<file path="config.mk">
export PLATFORM = sky130hd
export DESIGN_NAME = vgsa_regs
export DESIGN_NICKNAME = d
export VERILOG_FILES = /design/src/design/vgsa_pkg.sv /design/src/design/vgsa_regs.sv
export SDC_FILE = /design/constraint.sdc
export NUM_CORES = 1
export LEC_CHECK = 0
export BUFFER_PORTS_ARGS = -buffer_cell sky130_fd_sc_hd__buf_2
export CAP_MARGIN = 40
export CORE_MARGIN = 3
export CORE_UTILIZATION = 45
export DETAILED_ROUTE_END_ITERATION = 6
export GPL_TIMING_DRIVEN = 0
export PLACE_DENSITY = 0.71
export SETUP_SLACK_MARGIN = 0.3
export SLEW_MARGIN = 20
export SYNTH_ARGS = -nofsm -noshare
export SYNTH_HDL_FRONTEND = slang
export SYNTH_SLANG_ARGS = --single-unit
</file>
<file path="constraint.sdc">
create_clock -name clk -period 3.89 [get_ports clk]
set_input_delay 0.778 -clock clk [delete_from_list [all_inputs] [get_ports clk]]
set_output_delay 0.778 -clock clk [all_outputs]
set_load 0.005 [all_outputs]
</file>
<file path="src/design/vgsa_pkg.sv">
// ----------------------------------------------------------------------------
// vgsa_pkg
// Shared types and constants for the voxel grid scatter accumulator.
// ----------------------------------------------------------------------------
package vgsa_pkg;

  // Grid size in cells along each axis
  localparam int CELLS_X = 64;
  localparam int CELLS_Y = 64;
  localparam int CELLS_Z = 64;

  localparam int CX_W = $clog2(CELLS_X);
  localparam int CY_W = $clog2(CELLS_Y);
  localparam int CZ_W = $clog2(CELLS_Z);

  localparam int STRIDE_Y = CELLS_X;
  localparam int STRIDE_Z = CELLS_X * CELLS_Y;

  // Density store
  localparam int IDX_W       = 18;
  localparam int DATA_W      = 32;
  localparam int STORE_DEPTH = 2 ** IDX_W;

  // Queue between front and back
  localparam int QDEPTH = 8;
  localparam int QPTR_W = $clog2(QDEPTH);
  localparam int QCNT_W = $clog2(QDEPTH + 1);

  // Register file
  localparam int NUM_REGS = 6;
  localparam int ADDR_W   = $clog2(NUM_REGS * 4);
  localparam logic [DATA_W-1:0] CPU_RESET = 32'h0001_0000;

  typedef enum logic [ADDR_W-3:0] {
    REG_ORG_X,
    REG_ORG_Y,
    REG_ORG_Z,
    REG_CPU_X,
    REG_CPU_Y,
    REG_CPU_Z
  } reg_idx_t;

  typedef struct packed {
    logic signed [31:0] org_x;
    logic signed [31:0] org_y;
    logic signed [31:0] org_z;
    logic [31:0]        cpu_x;
    logic [31:0]        cpu_y;
    logic [31:0]        cpu_z;
  } cfg_t;

  typedef struct packed {
    logic               func;
    logic signed [31:0] pos_x;
    logic signed [31:0] pos_y;
    logic signed [31:0] pos_z;
    logic [31:0]        power;
    logic [IDX_W-1:0]   read_index;
  } cmd_t;

  typedef struct packed {
    logic [IDX_W-1:0]  voxel_index;
    logic [DATA_W-1:0] read_density;
    logic [DATA_W-1:0] max_density;
    logic              event_dropped;
  } rsp_t;

  localparam logic FUNC_ACC  = 1'b0;
  localparam logic FUNC_READ = 1'b1;

  typedef enum logic [1:0] {
    JOB_ACC,
    JOB_READ,
    JOB_DROP
  } job_kind_t;

  typedef struct packed {
    job_kind_t         kind;
    logic [IDX_W-1:0]  idx;
    logic [DATA_W-1:0] power;
  } job_t;

endpackage

</file>
<file path="src/design/vgsa_regs.sv">
// ----------------------------------------------------------------------------
// vgsa_regs
// APB register file: grid origin and cells-per-unit per axis.
// ----------------------------------------------------------------------------
module vgsa_regs import vgsa_pkg::*; (
  input  logic              clk,
  input  logic              rst,
  input  logic              psel,
  input  logic              penable,
  input  logic              pwrite,
  input  logic [ADDR_W-1:0] paddr,
  input  logic [31:0]       pwdata,
  output logic [31:0]       prdata,
  output logic              pready,
  output cfg_t              cfg
);

  cfg_t     regs;
  reg_idx_t sel_idx;
  logic     wr;

  assign pready  = 1'b1;
  assign wr      = psel && penable && pwrite;
  assign sel_idx = reg_idx_t'(paddr[ADDR_W-1:2]);
  assign cfg     = regs;

  always_ff @(posedge clk) begin
    if (rst) begin
      regs.org_x <= '0;
      regs.org_y <= '0;
      regs.org_z <= '0;
      regs.cpu_x <= CPU_RESET;
      regs.cpu_y <= CPU_RESET;
      regs.cpu_z <= CPU_RESET;
    end else if (wr) begin
      case (sel_idx)
        REG_ORG_X: regs.org_x <= pwdata;
        REG_ORG_Y: regs.org_y <= pwdata;
        REG_ORG_Z: regs.org_z <= pwdata;
        REG_CPU_X: regs.cpu_x <= pwdata;
        REG_CPU_Y: regs.cpu_y <= pwdata;
        REG_CPU_Z: regs.cpu_z <= pwdata;
        default: ;
      endcase
    end
  end

  always_comb begin
    case (sel_idx)
      REG_ORG_X: prdata = regs.org_x;
      REG_ORG_Y: prdata = regs.org_y;
      REG_ORG_Z: prdata = regs.org_z;
      REG_CPU_X: prdata = regs.cpu_x;
      REG_CPU_Y: prdata = regs.cpu_y;
      REG_CPU_Z: prdata = regs.cpu_z;
      default:   prdata = '0;
    endcase
  end

endmodule

</file>
# == Word level (Yosys, flattened, before mapping) ==
# Index checks and enable logic that the tools add are counted.
# op_classes
eq_ne,5
mux,1
n_reduce_logical,9
# op_table
op,n
32-bit one-hot mux with 6 select lines,1
2-bit AND reduction,6
"3-bit by 2-bit equality test with 1-bit output, second input constant",2
"3-bit equality test, second input constant",2
"3-bit by 1-bit equality test with 1-bit output, second input constant",1
3-bit zero test,1
1-bit logical AND,2
# totals
register_bits,192
out_inout_bits,225
wordCells,21

# == Logic depth before layout (Yosys ltp) ==
# depth
depth_word,3
ltp_mapped,7
depth_no_buf,3

# == Least setup slack after synthesis ==
# Ideal clock, no wire load.
# synth_path
path_kind,input port to output port
startpoint,in paddr[2]
endpoint,out prdata[13]
arrival_ns,1.741
path_slack_ns,1.371
path_stages,4
path_cell_list,buf_6 > buf_2 > mux2_2 > a221o_1
# synth_between
elab_chain_len,2
word_cells_on_any_way,7
# synth_rtl
element,line_no,text
"start, declared",vgsa_regs.sv:11,"input logic [ADDR_W-1:0] paddr,"
3-bit equality test (tied with other cells),vgsa_regs.sv:49,case (sel_idx)
32-bit one-hot mux with 6 select lines *,vgsa_regs.sv:49,
"end, declared",vgsa_regs.sv:13,"output logic [31:0] prdata,"
# Mark *: on every way between the ends. The rest lies on a longest branch, timed or not.

# == Final worst setup path ==
# layout_path
startpoint,in paddr[2]
endpoint,out prdata[0]
# Same word-level chain as after synthesis.

==> results.yml <==
outcome:
  status: "completed"
power:
  combPwrFrac_pct: 7.9
  power_mw: 4.10
  p_int_mw: 3.06
  powerDensity_nw_per_um2: 361
  ir_drop_mv: 0.296
  leakagePower_nw: 5.96
  clkPwrFrac_pct: 43.5
  pwr-share-seq_pct: 48.6
  switching_power_mw: 1.04
  swShare_pct: 25.3
global_route:
  grt_start_max_net_pins: 18
  grt_pass1_wl_um: 47300
  antenna_found_initial: 0
  grt_usage_pct: 28.7
  grt_pass1_vias: 7674
  overflow: 0
synthesis:
  synth_cells: 862
  yosys_warnings: 0
  syn_avg_cell_area_sq_um: 10.6
  synthDistinctLibCells: 31
  syn_nets: 904
  ys_ff_latch: 192
  netlist_area_sq_um: 9110
  ys_seq_area_share_pct: 42.2
timing:
  max_freq_mhz: 293
  layout_min_cycle_time_ps: 3420
  drv_slew: 0
  report.final.setup_viol: 0
  period_share_pct: 87.9
  finClkSkew_ps: 0
  worstMarginPinSlew_ps: 892
  maxSlewHeadroom_pct: 40.5
  hold_violations: 0
  fin_tns_setup_ps: 0
  grt_setup_unrepaired: "no"
  fin_ws_ps: 472
clock_tree:
  cts-buffers-inserted: 17
  path_clk_slew_ps: 70
  hold_buffers: 0
  tritoncts: "yes"
  clk_path_buf_depth: 2
  numClockSinks: 192
  ctsResizeCount: 0
  htree_levels: 4
  cts_setup_buffers: 0
  clock-root-buffer: "clkbuf_16"
  clk_latency_ps: 440
placed_design:
  gp_congestion: 0.842
  dp_cells: 1389
  pre_cts_ws_ps: 556
  dpl_cell_area_sq_um: 10800
  io_buffer_count: 262
  post-dp-hpwl_um: 22500
die:
  die_h_um: 148
  dieArea_sq_um: 22000
  rows: 51
  die_x_um: 148
  start_util_pct: 46.4
  ios: 267
  core_sq_um: 19700
route:
  postRouteAntennaNets: 0
  wl_met2_um: 14600
  drc: 0
  met3_length_um: 2430
  drt_wl_total_um: 32200
  viasPerCell: 5.44
  initialDrtViolationCount: 507
  met1_length_um: 14200
  wl_per_cell_um: 22.6
  dr.pass1.iters: 5
  vias: 7732
  highest_layer: "met4"
layout:
  syn2layout_area_growth_pct: 24.5
  fin_nets: 1186
  drive_gt1_share_pct: 33.0
  largest_register_ffs: 192
  diodes: 0
  layoutNonFillerInstCount: 1422
  final_area_sq_um: 11400
worst_hold_path:
  hp-class: "flip-flop to flip-flop"
  worstHoldPathCells: 2
critical_path:
  cp_data_required_time_ps: 3110
  rr_worst_depth: 2
  worst_setup_path_start_kind: "primary input"
  crit_arrival_ps: 2640
  critPathMaxFanout: 10
  end_kind: "output pin"
  crit_type: "primary input to output pin"
run:
  maxCapViolCount: 0
## cell families after synthesis
family / share of synthesized area, %
compound gates: 5.82
buf+inv: 4.87
flops: 42.2
mux: 29.8
other cells: 0.0411
simple gates: 17.3
## layer usage
metal | GRT usage [%] | up-vias
li1 | - | 3557
met1 | 38.7 | 3790
met2 | 45.7 | 334
met3 | 6.70 | 51
met4 | 9.19 | 0
met5 | 0 | -
## cell usage after synthesis, drive strengths merged
| cell type | instances | area [sq um] |
|---|---|---|
| and4b | 1 | 10.0 |
| nand2 | 16 | 77.6 |
| inv | 11 | 41.3 |
| a221oi | 4 | 35.0 |
| a32oi | 8 | 70.1 |
| clkbuf | 33 | 125 |
| a21oi | 4 | 20.0 |
| o221ai | 10 | 87.6 |
| mux2 | 44 | 495 |
| conb | 1 | 3.75 |
| nand2b | 223 | 1400 |
| o21ai | 8 | 40.0 |
| nor2 | 6 | 22.5 |
| a221o | 10 | 100 |
| and4 | 1 | 11.3 |
| mux2i | 222 | 2220 |
| dfxtp | 192 | 3840 |
| a22oi | 12 | 90.1 |
| or2 | 1 | 6.26 |
| o32ai | 10 | 87.6 |
| nor2b | 4 | 25.0 |
| and2 | 4 | 27.5 |
| buf | 37 | 278 |
## cell type report
type / instances / area (sq um)
repair buffers: 263 / 1320
clock inverters: 14 / 154
flip-flops and latches: 192 / 3840
inverters: 11 / 41.3
multi-input cells: 589 / 4830
clock buffers: 18 / 429
fillers: 1823 / 8300
well taps: 265 / 332
plain buffers: 70 / 403
## power by group through the flow
stage	clock [mW]	combinational, mW	sequential [mW]
final	1.78	0.324	1.99
after global placement	0	0.318	2.04
after detailed placement	0	0.320	2.04
after CTS	1.80	0.321	1.99
after global routing	1.89	0.340	1.99
after floorplan	0	0.178	2.04
## cell usage in the layout, fill, tap and decap left out, types with 2 or more instances in the layout
cell / n
buf_2: 271
nand2b_1: 223
mux2i_1: 222
dfxtp_1: 192
mux2_2: 44
clkbuf_1: 33
buf_4: 20
clkbuf_16: 17
a22oi_1: 12
inv_1: 11
nand2_1: 11
o32ai_1: 10
a221o_1: 10
o221ai_1: 10
a32oi_1: 8
o21ai_0: 8
nor2_1: 6
buf_6: 5
inv_6: 5
nor2b_1: 4
a221oi_1: 4
a21oi_1: 4
nand2_2: 4
and2_1: 3
clkinv_2: 3
buf_1: 2
buf_8: 2
clkinvlp_4: 2
bufinv_16: 2
## worst max-delay path: stages
cell,delay [ps]
buf_2,110
buf_6,130
buf_2,230
nor2_1,610
a22oi_1,180
o21ai_0,390
buf_2,200
## final timing paths
| path | from | end | slack [ps] |
|---|---|---|---|
| worst max-delay path | paddr[2] | prdata[0] | 470 |
| worst min-delay path | cfg[110] | cfg[110] | 490 |
| worst max register to register | cfg[82] | cfg[82] | 3200 |
| worst min register to register | cfg[110] | cfg[110] | 490 |
## metrics by stage
stage                     utilization [%]  hold slack (ps)
after global placement               54.7              469
after floorplan                         -              475
final                                57.8              489
after CTS                            57.7              491
after detailed placement             54.7              480
after global routing                 57.8              514
No activity file was read; power rests on OpenSTA's default activity.
