$ cat src/design/vgsa_pkg.sv
// ----------------------------------------------------------------------------
// vgsa_pkg
// Shared types and constants for the voxel grid scatter accumulator.
// ----------------------------------------------------------------------------
package vgsa_pkg;

  // Grid size in cells along each axis
  localparam int CELLS_X = 64;
  localparam int CELLS_Y = 64;
  localparam int CELLS_Z = 64;

  localparam int CX_W = $clog2(CELLS_X);
  localparam int CY_W = $clog2(CELLS_Y);
  localparam int CZ_W = $clog2(CELLS_Z);

  localparam int STRIDE_Y = CELLS_X;
  localparam int STRIDE_Z = CELLS_X * CELLS_Y;

  // Density store
  localparam int IDX_W       = 18;
  localparam int DATA_W      = 32;
  localparam int STORE_DEPTH = 2 ** IDX_W;

  // Queue between front and back
  localparam int QDEPTH = 8;
  localparam int QPTR_W = $clog2(QDEPTH);
  localparam int QCNT_W = $clog2(QDEPTH + 1);

  // Register file
  localparam int NUM_REGS = 6;
  localparam int ADDR_W   = $clog2(NUM_REGS * 4);
  localparam logic [DATA_W-1:0] CPU_RESET = 32'h0001_0000;

  typedef enum logic [ADDR_W-3:0] {
    REG_ORG_X,
    REG_ORG_Y,
    REG_ORG_Z,
    REG_CPU_X,
    REG_CPU_Y,
    REG_CPU_Z
  } reg_idx_t;

  typedef struct packed {
    logic signed [31:0] org_x;
    logic signed [31:0] org_y;
    logic signed [31:0] org_z;
    logic [31:0]        cpu_x;
    logic [31:0]        cpu_y;
    logic [31:0]        cpu_z;
  } cfg_t;

  typedef struct packed {
    logic               func;
    logic signed [31:0] pos_x;
    logic signed [31:0] pos_y;
    logic signed [31:0] pos_z;
    logic [31:0]        power;
    logic [IDX_W-1:0]   read_index;
  } cmd_t;

  typedef struct packed {
    logic [IDX_W-1:0]  voxel_index;
    logic [DATA_W-1:0] read_density;
    logic [DATA_W-1:0] max_density;
    logic              event_dropped;
  } rsp_t;

  localparam logic FUNC_ACC  = 1'b0;
  localparam logic FUNC_READ = 1'b1;

  typedef enum logic [1:0] {
    JOB_ACC,
    JOB_READ,
    JOB_DROP
  } job_kind_t;

  typedef struct packed {
    job_kind_t         kind;
    logic [IDX_W-1:0]  idx;
    logic [DATA_W-1:0] power;
  } job_t;

endpackage

$ cat src/design/vgsa_queue.sv
// ----------------------------------------------------------------------------
// vgsa_queue
// Short job queue between the front and the back.
// ----------------------------------------------------------------------------
module vgsa_queue import vgsa_pkg::*; (
  input  logic clk,
  input  logic rst,
  input  logic push,
  input  job_t push_job,
  input  logic pop,
  output job_t head,
  output logic nonempty
);

  job_t              slots [QDEPTH];
  logic [QPTR_W-1:0] wr_ptr;
  logic [QPTR_W-1:0] rd_ptr;
  logic [QCNT_W-1:0] count;

  assign head     = slots[rd_ptr];
  assign nonempty = (count != '0);

  always_ff @(posedge clk) begin
    if (rst) begin
      wr_ptr <= '0;
      rd_ptr <= '0;
      count  <= '0;
    end else begin
      if (push) begin
        wr_ptr <= wr_ptr + 1'b1;
      end
      if (pop) begin
        rd_ptr <= rd_ptr + 1'b1;
      end
      count <= count + QCNT_W'(push) - QCNT_W'(pop);
    end
  end

  always_ff @(posedge clk) begin
    if (push) begin
      slots[wr_ptr] <= push_job;
    end
  end

endmodule

$ cat config.mk
export PLATFORM = sky130hd
export DESIGN_NAME = vgsa_queue
export DESIGN_NICKNAME = d
export VERILOG_FILES = /design/src/design/vgsa_pkg.sv /design/src/design/vgsa_queue.sv
export SDC_FILE = /design/constraint.sdc
export NUM_CORES = 1
export LEC_CHECK = 0
export BUFFER_PORTS_ARGS = -buffer_cell sky130_fd_sc_hd__buf_2
export CAP_MARGIN = 15
export CORE_ASPECT_RATIO = 1.1
export CORE_UTILIZATION = 25
export DETAILED_ROUTE_END_ITERATION = 16
export GPL_ROUTABILITY_DRIVEN = 0
export SYNTH_ARGS = -nofsm -noshare
export SYNTH_HDL_FRONTEND = slang
export SYNTH_SLANG_ARGS = --single-unit
export TNS_END_PERCENT = 10
$ cat constraint.sdc
create_clock -name clk -period 5.8 [get_ports clk]
set_clock_uncertainty 0.1 [all_clocks]
set_input_delay 1.74 -clock clk [delete_from_list [all_inputs] [get_ports clk]]
set_output_delay 1.74 -clock clk [all_outputs]
set_load 0.1 [all_outputs]
### Word-level counts from Yosys, hierarchy flattened

Memories as Yosys holds them, arrays and structs flattened. A register that Yosys moved wholly into a read port is not among the register bits.
Index checks and enable logic that the tools add are counted.

| word-level totals | value |
|---|---|
| register bits | 10 |
| memory bits (writable) | 416 |
| input bits | 56 |
| output and inout port bits | 53 |
| word-level logic and storage cells | 13 |
| memories kept | 1 |

Memories:

| memory | depth | bits a word | rd ports | clocked after memory_dff | wr ports | line | source |
|---|---|---|---|---|---|---|---|
| slots | 8 | 52 | 1 | 1 | 1 | vgsa_queue.sv:15 | `job_t slots [QDEPTH];` |

| operators by class | value |
|---|---|
| $add $sub $neg | 4 |
| muxes and demuxes | 4 |
| reductions and logical operators | 1 |

Operators with widths:

| cell | count |
|---|---|
| $add A3 B1 Y3 const B | 2 |
| $mux W3 | 2 |
| $add A4 B1 Y4 | 1 |
| $reduce_bool A4 Y1 | 1 |
| $sub A4 B1 Y4 | 1 |
| $mux W1 | 2 |

### Depth between registers and ports, before layout

| depth | value |
|---|---|
| word-level depth | 3 |
| gate-level depth with buffers | 8 |
| mapped depth without buffers | 8 |

### Worst setup path after synthesis

No wires, ideal clock.

| timing | value |
|---|---|
| kind | input port to flip-flop |
| start | in push |
| end | mem slots[0][0] in the netlist's numbering (enable) |
| setup time | 0.526 ns |
| arrival | 5.380 ns |
| required time | 5.174 ns |
| setup slack | -0.206 ns |
| cell stages on the path | 2 |
| buffers on the path | 0 |
| cells stage by stage | nand2b_1 -> nor3_1 |

| between the ends | value |
|---|---|
| longest elaborated chain between the ends | 2 |

RTL lines:

| item | line | source |
|---|---|---|
| from (decl) | vgsa_queue.sv:8 | `input logic push,` |
| $mux W1 | vgsa_queue.sv:40 | `if (push) begin` |
| $mux W1 (implied by the code) | vgsa_queue.sv:41 | `slots[wr_ptr] <= push_job;` |
| to (decl) | vgsa_queue.sv:15 |  |

Every way passes these cells.

==> flow_results.org <==
** Die
- Number of placement rows :: between 90 and 100
- Chip width :: roughly 240 um
- Die height :: approximately 270 um
- The die covers ~66000 um2.
- I/O pin count :: ~110
- Initial Utilization :: 0.254
- Core region area :: about 64000 um2

** Logic synthesis
- Dividing the synthesized area by the synthesized cell count gives 24.2 um2.
- Most instantiated library cell after synthesis :: sky130_fd_sc_hd__edfxtp_1
- Synth Register Bits :: about 430
- Cell taking the most area after synthesis :: sky130_fd_sc_hd__edfxtp_1
- Counting flops with a built-in enable in the synthesized netlist gives 416.
- After synthesis, the cell types taking the most area are sky130_fd_sc_hd__edfxtp_1, sky130_fd_sc_hd__mux4_2, sky130_fd_sc_hd__mux2_2.
- Sequential-to-total area share from yosys stat :: 0.785
- Share of the synthesized area in the top cell type :: 0.769
- After synthesis the cells add up to 16200 um2.
- Synth async-reset ratio :: 0
- Synthesis produced a netlist with a net count of between 700 and 800.
- Post-synth top cells :: sky130_fd_sc_hd__edfxtp_1, sky130_fd_sc_hd__mux4_2, sky130_fd_sc_hd__mux2_2, sky130_fd_sc_hd__nor2_1
- The Yosys step of the flow raised 0 warnings.
- Post-synthesis cell count :: 670
- The most used flip-flop cell after synthesis is sky130_fd_sc_hd__edfxtp_1.
- Yosys mapped the design onto 24 distinct sky130hd cell types.

** GRT
- Via count of the first global-routing pass :: 7904
- Number of antenna violations at the first check in global routing :: 2
- The first global-routing pass estimated 51.0 mm of wire.
- For this run, the total global-route usage over all layers was measured as 0.106.
- After global routing the overflow that remains totals 0.
- Entering global routing, the biggest net connects 53 pins.

** Setup path
- Nature of the critical path endpoint :: primary output
- The worst register-to-register path ends at slots[7][29].
- For flop-to-flop paths, the worst setup slack is approximately 3400 ps.
- Worst Path Max Fanout :: 25
- In this run the critical register-to-register path is launched from wr_ptr[1].
- For the worst flop-to-flop path, the logic depth is 3.
- The worst setup path is of the register to primary output kind.
- STA puts the critical path data required time at slightly below 4000 ps.
- Arr. time, crit path :: 2870 ps
- CP Launch Type :: register

** STA
- Setup repair after global routing left no endpoint under its margin.
- Post-layout min period :: approximately 4700 ps
- The final hold violation count was 0.
- Finish-stage setup viols :: 0
- Worst setup slack after layout :: approximately 1100 ps
- Highest attainable clock frequency :: about 0.21 GHz
- Headroom to the max-slew limit came out at 0.291.
- Ratio of final minimum period to clock period :: 0.812
- Summed over all failing endpoints, the final setup total negative slack is 0 ps.
- The total count of max-transition violations in the final report came to 0.
- Slew at the pin closest to its max-slew limit :: about 1100 ps

** Drt
- The first detailed-routing pass took 6 iterations.
- Detailed routing inserted a total of slightly above 7000 vias.
- Number of antenna-violating nets in the routed design :: 0
- Post-detailed-route via-to-cell ratio :: roughly 4.2
- Post-DR wirelength/cell :: 20.3 um
- DRC violation count after routing :: 0
- Detailed Route Iter0 Violations :: approximately 310
- Final WL :: between 30 and 40 mm

** Placement
- Input and output buffers added on the ports amount to around 110.
- Total cell area at the placement stage :: between 15000 and 20000 um2
- Counting tap cells, the placed design contains a total of ~1600 instances.
- Pre-CTS setup slack :: roughly 1600 ps
- Hpwl dp :: approximately 19 mm

** Clock tree
- Clock slew seen by the registers of the worst setup and hold paths :: 60 ps
- CTS tree :: yes
- Counting along the longest clock path gives a buffer depth of 3.
- CTS Root Cell :: sky130_fd_sc_hd__clkbuf_16
- Once the clock tree was built, the setup fixing pass inserted 0 buffers.
- Cells resized by post-CTS repair :: 0
- Number of hold buffers added after CTS :: 0
- The clock net in this run drives a total of roughly 430 sinks.
- H-Tree Depth :: 2
- For the worst-skew pair, the clock arrives at the later sink with an insertion delay of ~550 ps.
- Cts bufs inserted :: between 40 and 50

** Layout
- Ant diodes :: 0
- Number of nets in the layout :: 881
- The finished cells cover slightly below 20000 um2.
- In the final layout, the share of cells above drive strength 1 is 0.420.
- Relative to the synthesized area, the layout overhead comes to 19.9%.
- Final cell count without fillers :: about 1700
- Filler instances :: a little over 6000

** Min path
- The worst hold path was traced through 2 stages.
- End of the worst hold path :: wr_ptr[2]
- Classification of the worst-slack hold path :: register to register
- The worst hold path begins at wr_ptr[2].

** Pwr
- For this design the static power due to leakage is around 6 nW.
- Power density relative to cell area :: around 390 nW/um2
- Across the VDD grid, the largest voltage drop is just under 0.3 mV.

** Run
- The tool flagged a number of max-cap violations equal to 0.

** Outcome
- The flow ran to the end, and the final reports show no timing, DRC or antenna violations.
[layout make-up]
class,instances,area [um2],share of cell area
multi-input cells,203,3320,0.171
repair buffers,129,748,0.0384
clock buffers,61,1280,0.0658
inverters,7,26.3,0.00135
well taps,841,1050,0.0540
clock inverters,26,279,0.0143
flip-flops and latches,429,12800,0.655
[worst max-delay path: stages, from the launching register on]
cell,delay (ps)
sky130_fd_sc_hd__dfxtp_4,700
sky130_fd_sc_hd__buf_4,410
sky130_fd_sc_hd__mux4_1,580
sky130_fd_sc_hd__mux2_2,290
sky130_fd_sc_hd__buf_2,300
[power breakdown]
group | total, W | switching, W | internal [W]
registers | 0.00355 | 0.0000546 | 0.00349
clock network | 0.00299 | 0.00117 | 0.00182
logic | 0.000983 | 0.000717 | 0.000266
[placed cells by master (no fill, tap or decap), types with 5 or more instances in the layout]
master,netlist,final
sky130_fd_sc_hd__dfxtp_1,13,10
sky130_fd_sc_hd__clkinv_1,0,9
sky130_fd_sc_hd__nor2_4,0,6
sky130_fd_sc_hd__mux4_2,99,99
sky130_fd_sc_hd__clkinv_2,0,8
sky130_fd_sc_hd__clkbuf_16,0,49
sky130_fd_sc_hd__nor2_1,16,10
sky130_fd_sc_hd__mux4_1,5,5
sky130_fd_sc_hd__ha_1,7,7
sky130_fd_sc_hd__inv_1,7,7
sky130_fd_sc_hd__edfxtp_1,416,416
sky130_fd_sc_hd__bufinv_16,0,6
sky130_fd_sc_hd__mux2_2,52,52
sky130_fd_sc_hd__buf_4,0,17
sky130_fd_sc_hd__clkbuf_1,13,11
sky130_fd_sc_hd__buf_2,9,108
[cells by family after synthesis]
logic type | count (synthesis) | share of synthesized area
muxes | 158 | 0.183
xor gates and xnor gates | 5 | 0.00270
AOI/OAI and AO/OA | 3 | 0.00116
adders and majority gates | 8 | 0.00663
and+or+nand+nor | 29 | 0.00778
DFF | 429 | 0.785
buffers and inverters | 38 | 0.0137
[registers in the layout, indices dropped and copies added, names as in the netlist, named ones only]
register / cells
count: 4
wr_ptr: 3
slots: 416
rd_ptr: 3
[per-stage QoR]
step           power [W]   util  hold slack (ps)
6_report         0.00752  0.304              432
5_1_grt          0.00778  0.304              470
4_1_cts          0.00764  0.304              440
3_5_place_dp     0.00461  0.280              411
3_3_place_gp     0.00460  0.280              402
2_1_floorplan    0.00439      -              385
[worst max-delay path by stage]
| stage | to | cells after the start |
|---|---|---|
| after floorplan | slots[4][0] | 2 |
| after global placement | head[47] | 4 |
| after detailed placement | head[47] | 4 |
| after CTS | head[47] | 4 |
| after global routing | head[47] | 4 |
| final | head[47] | 4 |
[layer usage]
metal	up-vias	track usage	wire length, um
li1	3124	-	-
met1	3849	0.132	15000
met4	4	0.0350	813
met5	-	0	26
met3	57	0.0232	1330
met2	132	0.181	17300
(Power assumes the default switching activity.)
